$ cat config.mk
export PLATFORM = sky130hd
export DESIGN_NAME = i2c_master_transaction_sequencer_unit
export DESIGN_NICKNAME = d
export VERILOG_FILES = /design/src/i2cms_pkg.sv /design/src/i2cms_ram.sv /design/src/i2cms_ctrl.sv /design/src/i2cms_dpath.sv /design/src/i2c_master_transaction_sequencer_unit.sv
export SDC_FILE = /design/constraint.sdc
export NUM_CORES = 1
export LEC_CHECK = 0
export BUFFER_PORTS_ARGS = -buffer_cell sky130_fd_sc_hd__clkbuf_2
export CAP_MARGIN = 25
export CORE_ASPECT_RATIO = 0.6
export CORE_MARGIN = 1.5
export CORE_UTILIZATION = 60
export DETAILED_ROUTE_END_ITERATION = 8
export PLACE_DENSITY = 0.78
export SLEW_MARGIN = 20
export SYNTH_ARGS = -nofsm -noshare
export SYNTH_HDL_FRONTEND = slang
export SYNTH_SLANG_ARGS = --single-unit
$ cat constraint.sdc
create_clock -name clk_i -period 4.45 [get_ports clk_i]
set_input_delay 0.89 -clock clk_i [delete_from_list [all_inputs] [get_ports clk_i]]
set_output_delay 0.89 -clock clk_i [all_outputs]
set_load 0.005 [all_outputs]
$ cat src/i2cms_pkg.sv
// ----------------------------------------------------------------------------
// I2C master transaction sequencer package
// Shared operation codes, controller command word and buffer depth default.
// ----------------------------------------------------------------------------
`default_nettype none

package i2cms_pkg;

  // Default depth of the transmit and receive buffers
  localparam int BUFFER_DEPTH_DEF = 64;

  // Host operation codes
  typedef enum logic [1:0] {
    OP_EVENT = 2'd0,
    OP_START = 2'd1,
    OP_LOAD  = 2'd2,
    OP_READ  = 2'd3
  } op_e;

  // Commands from the controller to the datapath
  typedef struct packed {
    logic capture;  // latch the incoming word and launch buffer reads
    logic exec;     // apply the latched word to state and result registers
  } ctrl_t;

endpackage

`default_nettype wire

$ cat src/i2cms_ram.sv
// ----------------------------------------------------------------------------
// I2C sequencer buffer RAM
// Generic single write port, single read port RAM with registered read data.
// ----------------------------------------------------------------------------
`default_nettype none

module i2cms_ram #(
  parameter int WIDTH = 8,
  parameter int DEPTH = i2cms_pkg::BUFFER_DEPTH_DEF,
  localparam int AW = (DEPTH > 1) ? $clog2(DEPTH) : 1
) (
  input  wire logic             clk_i,
  input  wire logic             we_i,
  input  wire logic [AW-1:0]    waddr_i,
  input  wire logic [WIDTH-1:0] wdata_i,
  input  wire logic [AW-1:0]    raddr_i,
  output logic      [WIDTH-1:0] rdata_o
);

  logic [WIDTH-1:0] mem_q [DEPTH];
  logic [WIDTH-1:0] rdata_q;

  always_ff @(posedge clk_i) begin
    if (we_i) begin
      mem_q[waddr_i] <= wdata_i;
    end
    rdata_q <= mem_q[raddr_i];
  end

  assign rdata_o = rdata_q;

endmodule

`default_nettype wire

$ cat src/i2cms_ctrl.sv
// ----------------------------------------------------------------------------
// I2C sequencer controller
// Two-state machine: take a word, then execute it and strobe the result.
// ----------------------------------------------------------------------------
`default_nettype none

module i2cms_ctrl (
  input  wire logic            clk_i,
  input  wire logic            rst_ni,
  input  wire logic            start_i,
  output logic                 busy_o,
  output logic                 done_o,
  output i2cms_pkg::ctrl_t     ctrl_o
);

  typedef enum logic {
    ST_IDLE = 1'b0,
    ST_EXEC = 1'b1
  } state_e;

  state_e state_q;
  logic   done_q;

  always_ff @(posedge clk_i or negedge rst_ni) begin
    if (!rst_ni) begin
      state_q <= ST_IDLE;
      done_q  <= 1'b0;
    end else begin
      done_q <= 1'b0;
      case (state_q)
        ST_IDLE: begin
          if (start_i) begin
            state_q <= ST_EXEC;
          end
        end
        ST_EXEC: begin
          // result registers load at this edge; strobe them next cycle
          state_q <= ST_IDLE;
          done_q  <= 1'b1;
        end
        default: begin
          state_q <= ST_IDLE;
        end
      endcase
    end
  end

  assign busy_o         = (state_q == ST_EXEC);
  assign done_o         = done_q;
  assign ctrl_o.capture = (state_q == ST_IDLE) && start_i;
  assign ctrl_o.exec    = (state_q == ST_EXEC);

endmodule

`default_nettype wire

$ cat src/i2cms_dpath.sv
// ----------------------------------------------------------------------------
// I2C sequencer datapath
// Word capture, buffer RAMs, positions, sticky flags and result registers.
// ----------------------------------------------------------------------------
`default_nettype none

module i2cms_dpath #(
  parameter int BUFFER_DEPTH = i2cms_pkg::BUFFER_DEPTH_DEF
) (
  input  wire logic             clk_i,
  input  wire logic             rst_ni,
  input  wire i2cms_pkg::ctrl_t ctrl_i,
  input  wire logic [1:0]       operation_i,
  input  wire logic             nack_event_i,
  input  wire logic             rx_event_i,
  input  wire logic             tx_event_i,
  input  wire logic             stop_event_i,
  input  wire logic [7:0]       data_byte_i,
  input  wire logic [6:0]       tx_count_i,
  input  wire logic [6:0]       rx_count_i,
  input  wire logic             restart_mode_i,
  input  wire logic [5:0]       buf_index_i,
  output logic                  tx_write_valid_o,
  output logic      [7:0]       tx_byte_o,
  output logic                  send_start_o,
  output logic                  send_stop_o,
  output logic                  stop_after_start_o,
  output logic                  transmit_dir_o,
  output logic                  nack_seen_o,
  output logic                  stop_seen_o,
  output logic      [6:0]       rx_received_o,
  output logic                  rx_complete_o,
  output logic      [7:0]       read_data_o
);

  localparam int AW = (BUFFER_DEPTH > 1) ? $clog2(BUFFER_DEPTH) : 1;
  localparam int CW = $clog2(BUFFER_DEPTH + 1);
  localparam logic [CW-1:0] DEPTH_C = CW'(BUFFER_DEPTH);
  localparam logic [CW-1:0] ONE_C   = CW'(1);

  // latched word
  i2cms_pkg::op_e op_q;
  logic           nack_ev_q, rx_ev_q, tx_ev_q, stop_ev_q, mode_q;
  logic [7:0]     data_q;
  logic [6:0]     tx_cnt_q, rx_cnt_q;
  logic [5:0]     idx_q;

  // transaction state
  logic [CW-1:0] tx_total_q, tx_total_d, tx_pos_q, tx_pos_d;
  logic [CW-1:0] rx_total_q, rx_total_d, rx_pos_q, rx_pos_d;
  logic          restart_q, restart_d, nack_q, nack_d, stop_q, stop_d, dir_q, dir_d;

  // result values of the current word
  logic          wr_valid, start_req, stop_req, stop_as;
  logic [7:0]    wr_byte, rd_byte;
  logic          idx_ok;

  // result registers
  logic          wr_valid_q, start_q, stop_req_q, stop_as_q, complete_q;
  logic [7:0]    wr_byte_q, rd_byte_q;
  logic [CW-1:0] rx_out_q;

  // buffer ports
  logic          tx_we, rx_we;
  logic [7:0]    tx_rdata, rx_rdata;

  always_ff @(posedge clk_i) begin
    if (ctrl_i.capture) begin
      op_q      <= i2cms_pkg::op_e'(operation_i);
      nack_ev_q <= nack_event_i;
      rx_ev_q   <= rx_event_i;
      tx_ev_q   <= tx_event_i;
      stop_ev_q <= stop_event_i;
      data_q    <= data_byte_i;
      tx_cnt_q  <= tx_count_i;
      rx_cnt_q  <= rx_count_i;
      mode_q    <= restart_mode_i;
      idx_q     <= buf_index_i;
    end
  end

  assign idx_ok = (32'(idx_q) < BUFFER_DEPTH);

  always_comb begin
    tx_total_d = tx_total_q;
    tx_pos_d   = tx_pos_q;
    rx_total_d = rx_total_q;
    rx_pos_d   = rx_pos_q;
    restart_d  = restart_q;
    nack_d     = nack_q;
    stop_d     = stop_q;
    dir_d      = dir_q;
    wr_valid   = 1'b0;
    wr_byte    = 8'd0;
    start_req  = 1'b0;
    stop_req   = 1'b0;
    stop_as    = 1'b0;
    rd_byte    = 8'd0;
    tx_we      = 1'b0;
    rx_we      = 1'b0;
    case (op_q)
      i2cms_pkg::OP_START: begin
        nack_d     = 1'b0;
        stop_d     = 1'b0;
        tx_total_d = (32'(tx_cnt_q) > BUFFER_DEPTH) ? DEPTH_C : CW'(tx_cnt_q);
        rx_total_d = (32'(rx_cnt_q) > BUFFER_DEPTH) ? DEPTH_C : CW'(rx_cnt_q);
        tx_pos_d   = '0;
        rx_pos_d   = '0;
        restart_d  = mode_q;
        dir_d      = (tx_total_d != '0) || (rx_total_d == '0);
        start_req  = 1'b1;
        stop_as    = !dir_d && (rx_total_d == ONE_C);
      end
      i2cms_pkg::OP_LOAD: begin
        tx_we = idx_ok;
      end
      i2cms_pkg::OP_READ: begin
        rd_byte = idx_ok ? rx_rdata : 8'd0;
      end
      default: begin
        if (nack_ev_q) begin
          nack_d   = 1'b1;
          stop_req = 1'b1;
        end
        if (rx_ev_q) begin
          // drop the byte once the buffer is full
          if (rx_pos_q < DEPTH_C) begin
            rx_we    = 1'b1;
            rx_pos_d = rx_pos_q + ONE_C;
          end
          if ((rx_total_q > ONE_C) && (rx_pos_d == rx_total_q - ONE_C)) begin
            stop_req = 1'b1;
          end
        end
        if (tx_ev_q) begin
          if (tx_pos_q < tx_total_q) begin
            wr_valid = 1'b1;
            wr_byte  = tx_rdata;
            tx_pos_d = tx_pos_q + ONE_C;
          end else if (!restart_q) begin
            stop_req = 1'b1;
          end else begin
            // turn around into receive with a repeated start
            dir_d     = 1'b0;
            start_req = 1'b1;
            stop_as   = (rx_total_q == ONE_C);
          end
        end
        if (stop_ev_q) begin
          stop_d = 1'b1;
        end
      end
    endcase
    if (!ctrl_i.exec) begin
      tx_we = 1'b0;
      rx_we = 1'b0;
    end
  end

  always_ff @(posedge clk_i or negedge rst_ni) begin
    if (!rst_ni) begin
      tx_total_q <= '0;
      tx_pos_q   <= '0;
      rx_total_q <= '0;
      rx_pos_q   <= '0;
      restart_q  <= 1'b0;
      nack_q     <= 1'b0;
      stop_q     <= 1'b0;
      dir_q      <= 1'b0;
    end else if (ctrl_i.exec) begin
      tx_total_q <= tx_total_d;
      tx_pos_q   <= tx_pos_d;
      rx_total_q <= rx_total_d;
      rx_pos_q   <= rx_pos_d;
      restart_q  <= restart_d;
      nack_q     <= nack_d;
      stop_q     <= stop_d;
      dir_q      <= dir_d;
    end
  end

  always_ff @(posedge clk_i) begin
    if (ctrl_i.exec) begin
      wr_valid_q <= wr_valid;
      wr_byte_q  <= wr_byte;
      start_q    <= start_req;
      stop_req_q <= stop_req;
      stop_as_q  <= stop_as;
      rd_byte_q  <= rd_byte;
      rx_out_q   <= rx_pos_d;
      complete_q <= (rx_pos_d >= rx_total_d);
    end
  end

  // transmit buffer: read at the current position, written by host loads
  i2cms_ram #(
    .WIDTH (8),
    .DEPTH (BUFFER_DEPTH)
  ) u_tx_ram (
    .clk_i   (clk_i),
    .we_i    (tx_we),
    .waddr_i (AW'(idx_q)),
    .wdata_i (data_q),
    .raddr_i (AW'(tx_pos_q)),
    .rdata_o (tx_rdata)
  );

  // receive buffer: written by received bytes, read by host
  i2cms_ram #(
    .WIDTH (8),
    .DEPTH (BUFFER_DEPTH)
  ) u_rx_ram (
    .clk_i   (clk_i),
    .we_i    (rx_we),
    .waddr_i (AW'(rx_pos_q)),
    .wdata_i (data_q),
    .raddr_i (AW'(buf_index_i)),
    .rdata_o (rx_rdata)
  );

  assign tx_write_valid_o   = wr_valid_q;
  assign tx_byte_o          = wr_byte_q;
  assign send_start_o       = start_q;
  assign send_stop_o        = stop_req_q;
  assign stop_after_start_o = stop_as_q;
  assign transmit_dir_o     = dir_q;
  assign nack_seen_o        = nack_q;
  assign stop_seen_o        = stop_q;
  assign rx_received_o      = 7'(rx_out_q);
  assign rx_complete_o      = complete_q;
  assign read_data_o        = rd_byte_q;

endmodule

`default_nettype wire

$ cat src/i2c_master_transaction_sequencer_unit.sv
// ----------------------------------------------------------------------------
// I2C master transaction sequencer
// Drives a byte-level I2C engine through a write-then-read transaction.
// ----------------------------------------------------------------------------
// A word accepted at a clock edge (start_i high, busy_o low) is captured,
// executed in ST_EXEC, and its result shown with done_o for exactly one cycle.
// No word is accepted while busy_o is high; one may be in the done_o cycle.
// ST_EXEC exists because the buffer RAMs have a registered read port.
// Reset (rst_ni low, asynchronous): positions, totals, flags, direction and
// the controller clear at once; buffer contents stay undefined until written.
// The receiver cannot stall; done_o is a single-cycle strobe.
// ----------------------------------------------------------------------------
`default_nettype none

module i2c_master_transaction_sequencer_unit #(
  parameter int BUFFER_DEPTH = i2cms_pkg::BUFFER_DEPTH_DEF
) (
  input  wire logic       clk_i,
  input  wire logic       rst_ni,
  // command side
  input  wire logic       start_i,
  output logic            busy_o,
  input  wire logic [1:0] operation_i,
  input  wire logic       nack_event_i,
  input  wire logic       rx_event_i,
  input  wire logic       tx_event_i,
  input  wire logic       stop_event_i,
  input  wire logic [7:0] data_byte_i,
  input  wire logic [6:0] tx_count_i,
  input  wire logic [6:0] rx_count_i,
  input  wire logic       restart_mode_i,
  input  wire logic [5:0] buf_index_i,
  // result side
  output logic            done_o,
  output logic            tx_write_valid_o,
  output logic [7:0]      tx_byte_o,
  output logic            send_start_o,
  output logic            send_stop_o,
  output logic            stop_after_start_o,
  output logic            transmit_dir_o,
  output logic            nack_seen_o,
  output logic            stop_seen_o,
  output logic [6:0]      rx_received_o,
  output logic            rx_complete_o,
  output logic [7:0]      read_data_o
);

  // Controller commands: capture on acceptance, execute in the cycle after.
  i2cms_pkg::ctrl_t ctrl;

  // Controller: take a word when idle, hold busy while it executes, and
  // raise done_o in the cycle after execution when results are registered.
  i2cms_ctrl u_ctrl (
    .clk_i  (clk_i),
    .rst_ni (rst_ni),
    .start_i(start_i),
    .busy_o (busy_o),
    .done_o (done_o),
    .ctrl_o (ctrl)
  );

  // Datapath: latch the word and launch both buffer reads on capture
  // (transmit buffer at the current transmit position, receive buffer at
  // the host index). On execute, handle events in the order NACK, received
  // byte, transmit ready, stop; advance positions, saturating at the depth;
  // drop a received byte once the buffer is full; load the result registers.
  i2cms_dpath #(
    .BUFFER_DEPTH(BUFFER_DEPTH)
  ) u_dpath (
    .clk_i             (clk_i),
    .rst_ni            (rst_ni),
    .ctrl_i            (ctrl),
    .operation_i       (operation_i),
    .nack_event_i      (nack_event_i),
    .rx_event_i        (rx_event_i),
    .tx_event_i        (tx_event_i),
    .stop_event_i      (stop_event_i),
    .data_byte_i       (data_byte_i),
    .tx_count_i        (tx_count_i),
    .rx_count_i        (rx_count_i),
    .restart_mode_i    (restart_mode_i),
    .buf_index_i       (buf_index_i),
    .tx_write_valid_o  (tx_write_valid_o),
    .tx_byte_o         (tx_byte_o),
    .send_start_o      (send_start_o),
    .send_stop_o       (send_stop_o),
    .stop_after_start_o(stop_after_start_o),
    .transmit_dir_o    (transmit_dir_o),
    .nack_seen_o       (nack_seen_o),
    .stop_seen_o       (stop_seen_o),
    .rx_received_o     (rx_received_o),
    .rx_complete_o     (rx_complete_o),
    .read_data_o       (read_data_o)
  );

endmodule

`default_nettype wire

==> flow_summary.json, run 1 <==
{
  "place.gp.congestion": 0.857,
  "clk_pin_slew_ns": 0.07,
  "cts.sinks": 1137,
  "crit_fanout": 8,
  "fin_nets": 2350,
  "final-setup-viol-count": 0,
  "hold_viol_final": 0,
  "r2r_cells": 6,
  "regToRegSetupSlack_ns": 0.92,
  "synthTopCellsByArea": "edfxtp_1, mux4_2, dfrtp_1, mux2_2, nor2_1",
  "cp-end-kind": "flop",
  "ant_nets": 0,
  "rsz0062_at_grt": "false",
  "use_met2_pct": 36.9,
  "numCtsBuffers": 95,
  "r2r_start": "u_dpath.op_q[0]",
  "r2r_end": "u_dpath.u_rx_ram.mem_q[22][5]",
  "cts_hold_buf": 0,
  "fmax_ghz": 0.283,
  "power_per_cell_area_mw_per_mm2": 484,
  "yosysSeqAreaShare_pct": 75.8,
  "io_pins": 71,
  "synth-main-ff-cell": "edfxtp_1",
  "tightest_slew_ns": 1.06,
  "die_x_um": 355,
  "arrival_ns": 3.82,
  "cts_repair_resize_count": 0,
  "synthCells": 2192,
  "yosys_warnings": 0,
  "slew_headroom_pct": 29.5,
  "initial_core_util_pct": 60.6,
  "layout-drive-gt1-share_pct": 24.9,
  "ir_drop_v": 0.000342,
  "clk_path_buf_depth": 3,
  "vias": 22400,
  "multi_input_area_sq_mm": 0.0102,
  "io_buffers": 70,
  "grt.busiest_layer": "met1",
  "grt_pass1_wl_mm": 148,
  "status": "complete, no violations",
  "fin_crit_ns": 3.53,
  "regArea_sq_mm": 0.0338,
  "avgSynthCellArea_sq_um": 20.3,
  "yosysMostFrequentCell": "edfxtp_1",
  "synth_top_area_share_pct": 73.2,
  "fp.coreArea_sq_mm": 0.0736,
  "die_h_um": 214,
  "cp.required_ns": 4.75,
  "drcViolationCount": 0,
  "root_buffer": "clkbuf_16",
  "clk_latency_ns": 0.69,
  "drt-initial-drc-count": 3160,
  "first_pass_iters": 6,
  "p_leak_nw": 15.7,
  "fin_crit_sh_pct": 79.3,
  "yosys-top-cells-count": "edfxtp_1, mux4_2, nor2_1",
  "maxCapViolCount": 0,
  "fin_skew_ns": 0.0317,
  "grt_pass1_vias": 22200,
  "rows": 77,
  "grt_max_degree": 129,
  "grt.total_usage_pct": 26.9,
  "min-delay-path-class": "input pin to async pin",
  "antenna_found_initial": 4,
  "syn_nets": 2252,
  "yosys_register_bits": 1137,
  "startpoint_type": "flop",
  "drt-total-wl_mm": 101,
  "fp.dieArea_sq_mm": 0.0760,
  "syn_to_final_growth_pct": 10.8,
  "worst-setup-path-type": "flop to flop",
  "hold_ws_ns": 0.0791,
  "synth_edf_count": 1087,
  "syn_area_sq_mm": 0.0446,
  "cts_max_level": 3,
  "async_flop_share_pct": 2.99,
  "wl_per_cell_um": 30.1,
  "use_met3_pct": 9.74,
  "tritoncts": "done",
  "dpl.hpwl_mm": 61.2,
  "cts_setup_buffers": 0,
  "fillers": 4573,
  "diodes": 0,
  "grt_use_met1_pct": 42.0,
  "fin_setup_tns_ns": 0,
  "avgViaCountPerCell": 6.68,
  "synth_largest_area_cell": "edfxtp_1",
  "grt_overflow_total": 0,
  "synth.distinct_cells": 57,
  "slew_viol_final": 0
}
[per-layer routing]
layer | part of all wire [%] | wire [um]
met2 | 43 | 43900
met3 | 13 | 13200
met1 | 42 | 42000
met4 | 1.8 | 1860
met5 | 0.013 | 13
[report_power, final]
| part | leakage [nW] | internal [mW] | switching [mW] |
|---|---|---|---|
| Clock | 1.58 | 4.90 | 3.82 |
| Combinational | 3.73 | 1.45 | 1.53 |
| Sequential | 10.4 | 11.9 | 0.354 |
| Total | 15.7 | 18.2 | 5.70 |
[area by class of cell]
| cell class | count | share of cell area [%] |
|---|---|---|
| clock inverters | 68 | 1.57 |
| flip-flops and latches | 1137 | 68.4 |
| clock buffers | 111 | 5.02 |
| repair buffers | 113 | 1.73 |
| multi-input cells | 923 | 20.6 |
| inverters | 20 | 0.152 |
| well taps | 987 | 2.50 |
[critical path, stage by stage (launching register included)]
cell and delay [ns]:
edfxtp_1 0.42, inv_1 0.12, ha_1 0.26, nand3b_1 0.14, nor3b_1 0.47, nand3_1 0.74
nor2_1 0.98
[cells by family (layout without fill, tap and decap cells)]
kind of cell,after synthesis,after routing,synth area share [%]
xor+xnor,18,18,0.384
fa+ha+maj,22,22,0.617
buf+inv,132,312,1.41
simple gates,363,363,3.93
compound gates,159,159,2.50
flops,1137,1137,75.8
mux,361,361,15.3
[flip-flops by register name (all words and copies together) (netlist names), 8 cells and up]
name	count
u_dpath.read_data_o	8
u_dpath.u_tx_ram.mem_q	512
u_dpath.data_q	8
u_dpath.u_tx_ram.rdata_o	8
u_dpath.u_rx_ram.mem_q	512
u_dpath.u_rx_ram.rdata_o	8
u_dpath.tx_byte_o	8
[per-stage QoR]
step	setup WS [ns]	utilization, %	cell area, sq um	instances	total power, mW
floorplan	1.32	-	44600	2192	14.5
global placement	1.21	62.6	46100	3176	15.3
detailed placement	1.17	62.6	46100	3176	15.4
CTS	1.08	67.0	49300	3355	24.0
global route	0.753	67.1	49400	3359	24.6
finish	0.922	67.1	49400	3359	23.9
[placed cells by master, fill, tap and decap left out, types with 27 or more instances in the layout]
cell type,n
edfxtp_1,1087
mux2i_1,47
buf_4,30
o22ai_1,32
mux4_2,252
nand2_1,54
mux2_2,62
clkbuf_16,96
dfrtp_1,30
clkbuf_2,68
a21oi_1,27
nor2_1,156
[worst max path at each step]
| stage | depth (start not counted) | slack [ns] | start | end |
|---|---|---|---|---|
| detailed placement | 6 | 1.17 | u_dpath.op_q[1] | u_dpath.u_rx_ram.mem_q[38][2] |
| global route | 6 | 0.75 | u_dpath.op_q[1] | u_dpath.u_rx_ram.mem_q[38][0] |
| global placement | 6 | 1.21 | buf_index_i[0] | u_dpath.u_rx_ram.rdata_o[5] |
| floorplan | 2 | 1.32 | u_ctrl.busy_o | u_dpath.data_q[0] |
| CTS | 6 | 1.08 | u_dpath.op_q[1] | u_dpath.u_rx_ram.mem_q[22][1] |
| finish | 6 | 0.92 | u_dpath.op_q[0] | u_dpath.u_rx_ram.mem_q[22][5] |
Power figures use the tool's default switching activity.
==> inputs of run 2 (changes only) <==
--- a/config.mk
+++ b/config.mk
@@ -9,9 +9,9 @@
 export CAP_MARGIN = 25
 export CORE_ASPECT_RATIO = 0.6
 export CORE_MARGIN = 1.5
-export CORE_UTILIZATION = 60
+export CORE_UTILIZATION = 56
 export DETAILED_ROUTE_END_ITERATION = 8
-export PLACE_DENSITY = 0.78
+export PLACE_DENSITY = 0.76
 export SLEW_MARGIN = 20
 export SYNTH_ARGS = -nofsm -noshare
 export SYNTH_HDL_FRONTEND = slang
==> constraint.sdc (replaced) <==
create_clock -name clk_i -period 2.9 [get_ports clk_i]
set_input_delay 0.58 -clock clk_i [delete_from_list [all_inputs] [get_ports clk_i]]
set_output_delay 0.58 -clock clk_i [all_outputs]
set_load 0.005 [all_outputs]
==> run 2 against run 1 <==
  * Clock power up 48%
  * Final cell count up 7.9%
  * Global-route usage down 1.1 points
  * Die area up 7.1%
==> flow_summary.json, run 2 (synthesis results as in run 1) <==
{
  "cp-end-kind": "flop",
  "maxCapViolCount": 0,
  "p_leak_nw": 16.7,
  "die_x_um": 367,
  "min-delay-path-class": "input pin to flop",
  "utilization_pct": 65.3,
  "hold_viol_final": 0,
  "slew_viol_final": 0,
  "clk_path_buf_depth": 3,
  "syn_to_final_growth_pct": 14.5,
  "diodes": 0,
  "tritoncts": "done",
  "antenna_found_initial": 2,
  "place.gp.congestion": 0.899,
  "fin_nets": 2550,
  "cp.required_ns": 3.42,
  "clk_pin_slew_ns": 0.07,
  "slowest_stage": "dfrtp_4",
  "grt_max_degree": 129,
  "ant_nets": 0,
  "io_buffers": 70,
  "cts.sinks": 1137,
  "io_pins": 71,
  "worst-setup-path-type": "flop to flop",
  "grt.total_usage_pct": 25.8,
  "root_buffer": "clkbuf_16",
  "status": "complete, no violations",
  "power_per_cell_area_mw_per_mm2": 716,
  "startpoint_type": "flop",
  "initial_core_util_pct": 57.0,
  "fin_crit_sh_pct": 94.7,
  "rsz0062_at_grt": "true",
  "slowest_delay_ns": 0.70,
  "ir_drop_v": 0.000459,
  "grt_pass1_vias": 22800,
  "fmax_ghz": 0.364,
  "fp.coreArea_sq_mm": 0.0782,
  "grt_overflow_total": 0,
  "rows": 79,
  "layout_commonest_cell": "edfxtp_1",
  "fin_area_sq_mm": 0.0511,
  "dpl.hpwl_mm": 67.0,
  "avgViaCountPerCell": 6.44,
  "fin_crit_ns": 2.75,
  "clk_latency_ns": 0.67,
  "crit_chain": "buf_12 > buf_4 > mux4_2 > a22o_1 > a221oi_1 > o221ai_1",
  "drt-total-wl_mm": 104,
  "numCtsBuffers": 99,
  "dpl_worst_slack_ns": -0.0576,
  "grt_pass1_wl_mm": 154,
  "vias": 23300,
  "wl_per_cell_um": 28.7,
  "setup_ws_ns": 0.153,
  "reg.largest.list": "u_dpath.u_rx_ram.mem_q: 512 flops, u_dpath.u_tx_ram.mem_q: 512 flops",
  "first_pass_iters": 6,
  "layout-drive-gt1-share_pct": 30.4,
  "slew_headroom_pct": 38.5,
  "die_h_um": 222,
  "place_area_sq_mm": 0.0479,
  "final-setup-viol-count": 0,
  "tightest_slew_ns": 0.921,
  "drt-initial-drc-count": 3570,
  "crit_fanout": 24,
  "arrival_ns": 3.27,
  "fp.dieArea_sq_mm": 0.0814,
  "mostFrequentLayoutCells": "edfxtp_1, mux4_2, buf_4",
  "fin_skew_ns": 0.0262,
  "cts_max_level": 3,
  "drcViolationCount": 0
}
==> run 2: cell count changes in the layout (fill, tap and decap cells not counted), moves of 5 or more <==
cell	before	now
clkinv_1	18	11
clkbuf_1	13	30
bufinv_16	15	8
clkbuf_8	3	8
buf_4	30	209
buf_12	11	28
==> run 2: metrics by stage <==
step                      power (mW)  cells  hold slack [ns]  setup TNS (ns)
after floorplan                 22.2   2192            0.284               0
after global placement          23.7   3438            0.468               0
after detailed placement        23.9   3439            0.469         -0.0576
after CTS                       36.7   3621           0.0486               0
after global routing            37.7   3623           0.0667          -0.852
final                           36.6   3623           0.0945               0
==> run 2: metal layers <==
metal	up-vias	GRT usage (%)	wire (um)
met5	-	0	13
met4	2	4.88	1620
met3	144	8.36	13800
met2	1473	35.0	43800
met1	12200	41.4	44600
li1	9562	-	-
==> run 2: final timing paths <==
| kind | start | end | slack [ns] | cells after the start |
|---|---|---|---|---|
| hold / removal | nack_event_i | u_dpath.nack_ev_q | 0.09 | 1 |
| min in group asynchronous | rst_ni | u_dpath.tx_total_q[6] | 0.32 | 2 |
| max in group asynchronous | rst_ni | u_dpath.tx_pos_q[0] | 2.14 | 3 |
| setup / recovery | u_dpath.tx_pos_q[1] | u_dpath.u_tx_ram.rdata_o[0] | 0.15 | 6 |
| hold reg to reg | u_dpath.mode_q | u_dpath.restart_q | 0.49 | 1 |
| setup reg to reg | u_dpath.tx_pos_q[1] | u_dpath.u_tx_ram.rdata_o[0] | 0.15 | 6 |
==> run 2: power breakdown <==
part / switching (mW) / leakage [nW] / total [mW] / internal (mW)
Sequential: 0.335 / 10.4 / 18.6 / 18.2
Combinational: 2.66 / 4.84 / 5.09 / 2.43
Clock: 5.72 / 1.53 / 12.9 / 7.20
Total: 8.72 / 16.7 / 36.6 / 27.8
==> run 2: critical path, delay by kind of cell (launching register included) <==
family,cells,cell delay [ns]
flip-flops,1,0.70
multiplexers,1,0.37
buffers and inverters,2,0.55
AO/OA/AOI/OAI,3,0.96
==> run 2: final cells by class <==
| cell class | instances | area, sq um |
|---|---|---|
| Sequential cell | 1137 | 33800 |
| Fill cell | 4982 | 27100 |
| Multi-Input combinational cell | 923 | 10200 |
| Clock buffer | 136 | 2690 |
| Timing Repair Buffer | 309 | 2540 |
| Tap cell | 1053 | 1320 |
| Clock inverter | 45 | 440 |
| Inverter | 20 | 75.1 |
==> run 2: timing repair <==
| action | CTS | global route |
|---|---|---|
| setup endpoints to repair | 1 | 21 |
| setup buffers | 1 | 0 |
| hold endpoints to repair | 0 | 7 |
| hold buffers | 0 | 1 |
| resized for setup | 0 | 3 |
==> inputs of run 3 (changes only) <==
--- a/config.mk
+++ b/config.mk
@@ -15,4 +15,5 @@
 export SLEW_MARGIN = 20
 export SYNTH_ARGS = -nofsm -noshare
 export SYNTH_HDL_FRONTEND = slang
+export SYNTH_HIERARCHICAL = 1
 export SYNTH_SLANG_ARGS = --single-unit
==> run 3 against run 2 <==
  * Register-to-register slack improved by 0.05 ns
  * Worst setup slack better by 0.046 ns
  * Final cell count rose by 1.7%
==> flow_summary.json, run 3 <==
{
  "fillers": 5004,
  "grt_pass1_wl_mm": 159,
  "async_flop_share_pct": 2.99,
  "multi_input_area_sq_mm": 0.0103,
  "grt_max_degree": 129,
  "wl_per_cell_um": 29.4,
  "power_per_cell_area_mw_per_mm2": 740,
  "startpoint_type": "flop",
  "numCtsBuffers": 100,
  "drt-initial-drc-count": 3658,
  "diodes": 0,
  "root_buffer": "clkbuf_16",
  "clk_pin_slew_ns": 0.06,
  "synth_largest_area_cell": "edfxtp_1",
  "synth.distinct_cells": 64,
  "drcViolationCount": 0,
  "cts_setup_buffers": 0,
  "fmax_ghz": 0.370,
  "vias": 24000,
  "r2r_cells": 6,
  "yosysMostFrequentCell": "edfxtp_1",
  "place.gp.congestion": 0.888,
  "yosys-top-cells-count": "edfxtp_1, mux4_2, nor2_1",
  "ant_nets": 0,
  "synth_edf_count": 1087,
  "grt_pass1_vias": 23500,
  "avgSynthCellArea_sq_um": 20.1,
  "die_h_um": 222,
  "yosys_warnings": 6,
  "final-setup-viol-count": 0,
  "cp-end-kind": "flop",
  "utilization_pct": 64.5,
  "maxCapViolCount": 0,
  "p_leak_nw": 17.0,
  "cp.required_ns": 3.46,
  "yosys_register_bits": 1137,
  "clk_path_buf_depth": 3,
  "io_pins": 71,
  "min_delay_path_depth": 1,
  "yosysSeqAreaShare_pct": 75.5,
  "drt-total-wl_mm": 108,
  "slew_viol_final": 0,
  "arrival_ns": 3.26,
  "fin_skew_ns": 0.0338,
  "fin_setup_tns_ns": 0,
  "fp.dieArea_sq_mm": 0.0818,
  "fin_crit_sh_pct": 93.1,
  "rows": 80,
  "cts.sinks": 1137,
  "grt_overflow_total": 0,
  "mostFrequentLayoutCells": "edfxtp_1, mux4_2, buf_4",
  "fin_nets": 2593,
  "min-delay-path-class": "input pin to flop",
  "reg.largest.list": "u_dpath/u_rx_ram/mem_q: 512 flops, u_dpath/u_tx_ram/mem_q: 512 flops",
  "cts_max_level": 3,
  "synth-main-ff-cell": "edfxtp_1",
  "ir_drop_v": 0.000547,
  "clk_latency_ns": 0.69,
  "place_area_sq_mm": 0.0479,
  "worst-setup-path-type": "flop to flop",
  "fin_crit_ns": 2.70,
  "synthCells": 2230,
  "rsz0062_at_grt": "false",
  "syn_area_sq_mm": 0.0448,
  "status": "complete, no violations",
  "synthTopCellsByArea": "edfxtp_1, mux4_2, dfrtp_1, nor2_1, mux2i_1",
  "power_mw": 37.9,
  "antenna_found_initial": 1,
  "syn_to_final_growth_pct": 14.3,
  "hold_viol_final": 0,
  "initial_core_util_pct": 56.5,
  "dpl.hpwl_mm": 66.8,
  "syn_nets": 2289,
  "first_pass_iters": 6,
  "die_x_um": 368,
  "layout_commonest_cell": "edfxtp_1",
  "tritoncts": "done",
  "crit_fanout": 33,
  "fp.coreArea_sq_mm": 0.0794,
  "synth_top_area_share_pct": 72.8,
  "tightest_slew_ns": 0.933,
  "layout-drive-gt1-share_pct": 29.4,
  "fin_area_sq_mm": 0.0512,
  "regArea_sq_mm": 0.0338,
  "avgViaCountPerCell": 6.52,
  "slew_headroom_pct": 37.8,
  "io_buffers": 70,
  "grt.total_usage_pct": 26.8
}
## run 3: changes by cell type after synthesis, sizes merged, moves of 14 or more
cell    previous run  this run
nor2             157       186
o221ai             2        16
a22o              21         1
a22oi             20         6
mux2              62        40
o22ai             32        16
nand3             12        32
a21oi             27        12
## run 3: metal layers
layer	wire (um)	vias up	GRT usage, %	share of wire [%]
met5	0	-	0	0
met4	1810	0	4.99	1.7
met3	15400	152	8.82	14
met2	46200	1685	37.0	43
met1	44900	12500	42.2	41
li1	-	9714	-	-
## run 3: critical path, stage by stage (launching register included)
cell,delay (ns)
dfrtp_4,0.67
buf_12,0.31
mux4_2,0.54
nor2b_1,0.15
a2111oi_1,0.55
buf_4,0.25
o41ai_1,0.07
## run 3: stage by stage
stage | setup WS [ns] | hold WS (ns) | instances
finish | 0.199 | 0.0870 | 3683
floorplan | 0.205 | 0.284 | 2230
global placement | 0.169 | 0.472 | 3496
global route | 0.0814 | 0.0509 | 3683
detailed placement | 0.116 | 0.481 | 3496
CTS | 0.225 | 0.0185 | 3681
## run 3: cell type report
class                           instances  area share, %
Sequential cell                      1137           66.0
Clock buffer                          135           5.41
Tap cell                             1066           2.60
Timing Repair Buffer                  314           4.85
Multi-Input combinational cell        967           20.1
Clock inverter                         50          0.948
Inverter                               14          0.103
## run 3: repair_timing
| action | in CTS | in global routing |
|---|---|---|
| gates resized for setup | 0 | 0 |
| hold endpoints to repair | 0 | 9 |
| hold buffers | 0 | 1 |
## run 3: final timing paths
path,to,slack [ns],start
worst max-delay path,u_dpath/u_tx_ram/rdata_o[5],0.20,u_dpath/tx_pos_q[0]
worst min-delay path,u_dpath/data_q[7],0.09,data_byte_i[7]
worst max register to register,u_dpath/u_tx_ram/rdata_o[5],0.20,u_dpath/tx_pos_q[0]
worst min register to register,u_dpath/tx_total_q[2],0.49,u_dpath/tx_total_q[2]
max in group asynchronous,u_dpath/tx_pos_q[1],2.11,rst_ni
min in group asynchronous,u_dpath/tx_total_q[3],0.33,rst_ni
## run 3: power breakdown
group          total (mW)  leakage [nW]  internal [mW]  switching (mW)
clock network        13.2          1.60           7.36            5.89
logic                6.14          5.02           2.82            3.32
registers            18.5          10.4           18.2           0.301
total                37.9          17.0           28.4            9.52
## run 3: cells by family (layout without fill, tap and decap cells)
family                     Yosys count  after routing  share of synthesized area, %
and+or+nand+nor                    425            425                          4.51
xor gates and xnor gates            21             21                         0.410
adders and majority gates           21             21                         0.586
muxes                              345            345                          14.9
buffers and inverters              126            513                          1.63
DFF                               1137           1137                          75.5
AOI/OAI and AO/OA                  155            155                          2.56
